[src/design/assert_macros.svh]
// Assertion helpers shared by the RTL.
`ifndef ASSERT_MACROS_SVH
`define ASSERT_MACROS_SVH

// Implication checked on every rising clock edge outside reset.
`define ASSERT_IMPLY(label, clk, rst, ante, cons) \
  label: assert property (@(posedge clk) disable iff (rst) (ante) |-> (cons)) \
    else $error("assertion failed");

// Implication whose consequent is checked in the cycle after the antecedent.
`define ASSERT_NEXT(label, clk, rst, ante, cons) \
  label: assert property (@(posedge clk) disable iff (rst) (ante) |=> (cons)) \
    else $error("assertion failed");

`endif

[src/design/kmae_pkg.sv]
`timescale 1ns / 1ps
package kmae_pkg;

  localparam int TableEntries  = 64;
  localparam int MaxKeyBytes   = 8;
  localparam int MaxValueBytes = 8;

  typedef enum logic [2:0] {
    ACT_NOP    = 3'd0,
    ACT_READ   = 3'd1,
    ACT_WRITE  = 3'd2,
    ACT_INSERT = 3'd3,
    ACT_UPDATE = 3'd4,
    ACT_REMOVE = 3'd5
  } action_t;

  typedef enum logic [1:0] {
    ST_IDLE,
    ST_SCAN,
    ST_EXEC,
    ST_OUT
  } state_t;

  localparam logic [0:0] REG_KEY_BYTES   = 1'd0;
  localparam logic [0:0] REG_VALUE_BYTES = 1'd1;

  // Controller to datapath commands.
  typedef struct packed {
    logic load;
    logic scan_start;
    logic scan_step;
    logic exec;
    logic out_done;
  } ctrl_cmd_t;

  // Datapath to controller status.
  typedef struct packed {
    logic scan_last;
  } dp_status_t;

  // Mask of the low n bytes of a 64-bit word.
  function automatic logic [63:0] low_bytes_mask(input logic [3:0] n);
    logic [63:0] m;
    m = '0;
    for (int b = 0; b < 8; b++) begin
      if (4'(b) < n) m[8*b +: 8] = 8'hFF;
    end
    return m;
  endfunction

  function automatic logic [3:0] clamp_size(input logic [3:0] v, input logic [3:0] hi);
    logic [3:0] r;
    if (v == 4'd0) r = 4'd1;
    else if (v > hi) r = hi;
    else r = v;
    return r;
  endfunction

endpackage

[src/design/kmae_ctrl.sv]
`timescale 1ns / 1ps
module kmae_ctrl (
  input  logic                    clk,
  input  logic                    rst,
  input  logic                    in_valid,
  output logic                    in_stall,
  output logic                    out_valid,
  input  logic                    out_stall,
  input  kmae_pkg::dp_status_t    status,
  output kmae_pkg::ctrl_cmd_t     cmd
);
  import kmae_pkg::*;

  state_t state, state_next;

  // State register.
  always_ff @(posedge clk) begin
    if (rst) state <= ST_IDLE;
    else state <= state_next;
  end

  // Next state and commands.
  always_comb begin
    state_next = state;
    cmd = '0;
    in_stall = 1'b1;
    out_valid = 1'b0;
    unique case (state)
      ST_IDLE: begin
        in_stall = 1'b0;
        if (in_valid) begin
          cmd.load = 1'b1;
          cmd.scan_start = 1'b1;
          state_next = ST_SCAN;
        end
      end
      ST_SCAN: begin
        cmd.scan_step = 1'b1;
        if (status.scan_last) state_next = ST_EXEC;
      end
      ST_EXEC: begin
        cmd.exec = 1'b1;
        state_next = ST_OUT;
      end
      ST_OUT: begin
        out_valid = 1'b1;
        if (!out_stall) begin
          cmd.out_done = 1'b1;
          state_next = ST_IDLE;
        end
      end
      default: state_next = ST_IDLE;
    endcase
  end
endmodule

[config.mk]
export PLATFORM = sky130hd
export DESIGN_NAME = kmae_ctrl
export DESIGN_NICKNAME = d
export VERILOG_FILES = /design/src/design/assert_macros.svh /design/src/design/kmae_pkg.sv /design/src/design/kmae_ctrl.sv
export SDC_FILE = /design/constraint.sdc
export NUM_CORES = 1
export LEC_CHECK = 0
export BUFFER_PORTS_ARGS = -buffer_cell sky130_fd_sc_hd__clkbuf_2
export CAP_MARGIN = 20
export CORE_AREA = 2 2 39 41
export DETAILED_ROUTE_END_ITERATION = 12
export DIE_AREA = 0 0 41 43
export GPL_TIMING_DRIVEN = 0
export MAX_ROUTING_LAYER = met4
export PLACE_DENSITY = 0.47
export SKIP_CTS_REPAIR_TIMING = 1
export SLEW_MARGIN = 10
export SYNTH_ARGS = -nofsm -noshare
export SYNTH_HDL_FRONTEND = slang
export SYNTH_SLANG_ARGS = --single-unit
[constraint.sdc]
create_clock -name clk -period 1.9 [get_ports clk]
set_input_delay 0.19 -clock clk [delete_from_list [all_inputs] [get_ports clk]]
set_output_delay 0.19 -clock clk [all_outputs]
set_load 0.01 [all_outputs]
Yosys cells after proc, flatten, opt, wreduce, memory -nomap -nowiden. Index checks and enable logic that the tools add are counted.

Register bits: 2. Latch bits: 0. Bits in writable memories: 0. Memory bits (read-only): 0. Input bits: 5. Output and inout bits: 7. Logic and storage cells: 21. Memories kept: 0.

$add $sub $neg: 0. Multipliers: 0. Div/mod/pow operators: 0. $lt $le $gt $ge: 0. Equal/unequal tests: 6. Shifts and indexed selects: 0. Multiplexer cells: 12. Bitwise operators: 0. Reduce and logical (&&, ||, !) cells: 2.

Operators by type and width (number): $mux W2 (5); $pmux W2 S4 (1); $mux W1 (6); $ne A2 B2 Y1 const B (3); $eq A2 B2 Y1 const B (2); $reduce_and A3 Y1 (1); $eq A2 B1 Y1 const B (1); $logic_not A2 Y1 (1).

Logic depth before layout (Yosys ltp).
Word-level depth: 3. Gate-level depth with buffers: 5. Mapped depth without buffers: 4.

Worst setup path before layout. No wires, ideal clock.

Path kind: register to register. From: register state[1]. To: register state[0]. Library setup time: 0.072 ns. Arrival time: 1.309 ns. Data required time: 1.828 ns. Path slack: 0.519 ns. Stages on the path, launching flop included: 5. Clock period less this slack: 1.381 ns. Cells stage by stage: dfxtp_1 inv_1 ha_1 a222oi_1 mux2i_1.

Word-level cells in the longest chain between the ends: 3. Elaborated cells on any way between the ends: 9. Those cells by class: eq/ne (6); mux (1); reduce/logical (2).

Ends and longest elaborated chain: start: declaration (line kmae_ctrl.sv:14) `state_t state, state_next;`; start signal: assignment (line kmae_ctrl.sv:19) `else state <= state_next;`; $eq A2 B1 Y1, or another cell as far along (line kmae_ctrl.sv:28) `unique case (state)`; $ne A2 B2 Y1 (no line); $reduce_and A3 Y1 (no line).

Parallel ways exist; a longest one is shown, timed or not. A chain may end at the register's enable or synchronous reset.

Worst setup path in the final report.
From: register state[1]. To: register state[1].

Same word-level chain as after synthesis.

==> reports/qor.yml <==
htree_levels: 1
critPathBufInv: 1
synth_cell_types: 11
largestRegisters: "state: 2 flops"
cp-end-kind: "flip-flop"
dpl.cell_count: 49
drtAntennaViolNets: 0
cts_root_buffer: "clkbuf_4"
grt_max_degree: 5
area_delta_synth_final_pct: 49.4
crit_chain: "inv_1, ha_1, a222oi_1, mux2i_1"
yosys_warnings: 0
vias_per_cell: 3.37
fp.dieW_um: 41
gr-total-overflow: 0
instances_no_fill: 52
setup_viol: 0
r2r_slack_ns: 0.42
final.min_clock_period_ns: 1.48
postSynthAreaPerCell_um2: 8.99
synthMuxAreaShare_pct: 10.1
cp_max_fo: 4
pre_cts_ws_ns: 0.401
path_class: "reg2reg"
synthXorXnorAreaFrac_pct: 0
finalCritPeriodShare_pct: 77.9
critPathArrivalTime_ns: 1.63
synthCells: 22
port_buffers: 11
ys_ff_latch: 2
critPathLaunchType: "flip-flop"
io_pins: 12
antenna_found_initial: 0
min-delay-path-class: "in2reg"
clock_latency_ns: 0.22
synth_nets: 32
max_freq_mhz: 676
cpMaxStageDelayCell: "a222oi_1"
slew_viol_final: 0
drc_errors: 0
tightestPinTransition_ns: 0.504
layout_common_cells: "11 x clkbuf_2, 5 x ha_1, 4 x inv_1"
synth-simple-area-share_pct: 15.8
rsz0062_at_grt: "false"
rows: 14
cts_made_buffers: 3
synth_top_family_by_area: "adder cells"
fin_area_um2: 295
finish.utilization_pct: 21.3
setup_tns_ns: 0
grt_pass1_wl_um: 683
num-nets-final: 48
first_global_vias: 187
crit_required_ns: 2.05
drive_above_1_share_pct: 44.4
routedWlPerCell_um: 7.56
fp.dieArea_um2: 1760
dr.pass1.iters: 3
status: "finished, final reports clean"
met3_usage_pct: 1.57
use_met1_pct: 7.32
synth-seq-area-share_pct: 20.3
clockBufferDepth: 2
fp.dieH_um: 43
cts_tree: "done"
clk_pin_slew_ns: 0.03
syn_area_um2: 198
fin_ws_ns: 0.420
core-area_um2: 1380
cp_slowest_stage_delay_ns: 0.49
start_util_pct: 14.3
vias: 175
skew_ns: 0.000146
leakage_nw: 0.172
critPathTopFamily: "compound AO/OA/AOI/OAI gates"
gp_congestion: 0.687
maxSlewHeadroom_pct: 66.4
finalWirelength_um: 393
grt_use_met2_pct: 7.50
cts_sinks: 2
place_area_um2: 273
maxCapViolCount: 0
whs_ns: 0.267
synth_fa_ha_area_share_pct: 31.6
synth-compound-area-share_pct: 8.86
grtUsageTotal_pct: 6.36
drtIter0Drc: 1
cellPowerDensity_nw_per_um2: 1390
regMostFlops: "state"
grt_busiest_layer: "met4"
num_antenna_cells: 0
max-vdd-ir-drop_uv: 248
hold_viol_final: 0
largest_reg_flops: 2
totalPowerFinal_mw: 0.410
final_common_cell: "clkbuf_2"
[layer usage]
layer / up-vias / part of all wire, % / wire (µm)
met2: 5 / 49 / 193
met1: 73 / 47 / 186
met5: - / 0 / 0
met3: 0 / 3.3 / 13
met4: 0 / 0 / 0
li1: 97 / - / -
[path summary, 6_finish.rpt]
kind         startpoint  endpoint  cells past startpoint
max            state[1]  state[1]                      4
max reg2reg    state[1]  state[1]                      4
min                 rst  state[0]                      3
min reg2reg    state[0]  state[0]                      2
[logic make-up after synthesis]
logic type	Yosys count
AND/OR/NAND/NOR	5
multiplexers	2
buffers and inverters	6
adder cells (fa/ha/maj)	5
AO/OA/AOI/OAI	2
flip-flops	2
[area by class of cell]
cell class | count | area [µm²]
Fill cell | 158 | 1090
Multi-Input combinational cell | 14 | 131
Timing Repair Buffer | 11 | 55.1
Tap cell | 16 | 20.0
Sequential cell | 2 | 40.0
Inverter | 5 | 18.8
Buffer | 1 | 7.51
Clock buffer | 3 | 22.5
[synthesized netlist by cell type (all sizes together)]
cell    count  area (µm²)
dfxtp       2        40.0
and2b       1        8.76
inv         4        15.0
nand2b      3        18.8
clkinv      1        3.75
mux2i       2        20.0
o21bai      1        7.51
nor2        1        3.75
buf         1        7.51
ha          5        62.6
a222oi      1        10.0
[power by group]
| part | internal [mW] | total (mW) | switching (mW) |
|---|---|---|---|
| Sequential | 0.0618 | 0.0848 | 0.0230 |
| Clock | 0.0697 | 0.0940 | 0.0243 |
| Combinational | 0.109 | 0.231 | 0.123 |
[worst reg2reg max path, delay by kind of cell, from the launching register on]
family,cells,cell delay (ns)
AO/OA/AOI/OAI,1,0.49
multiplexers,1,0.23
flip-flops,1,0.39
adder cells (fa/ha/maj),1,0.20
buffers and inverters,1,0.10
(Power assumes the default switching activity.)
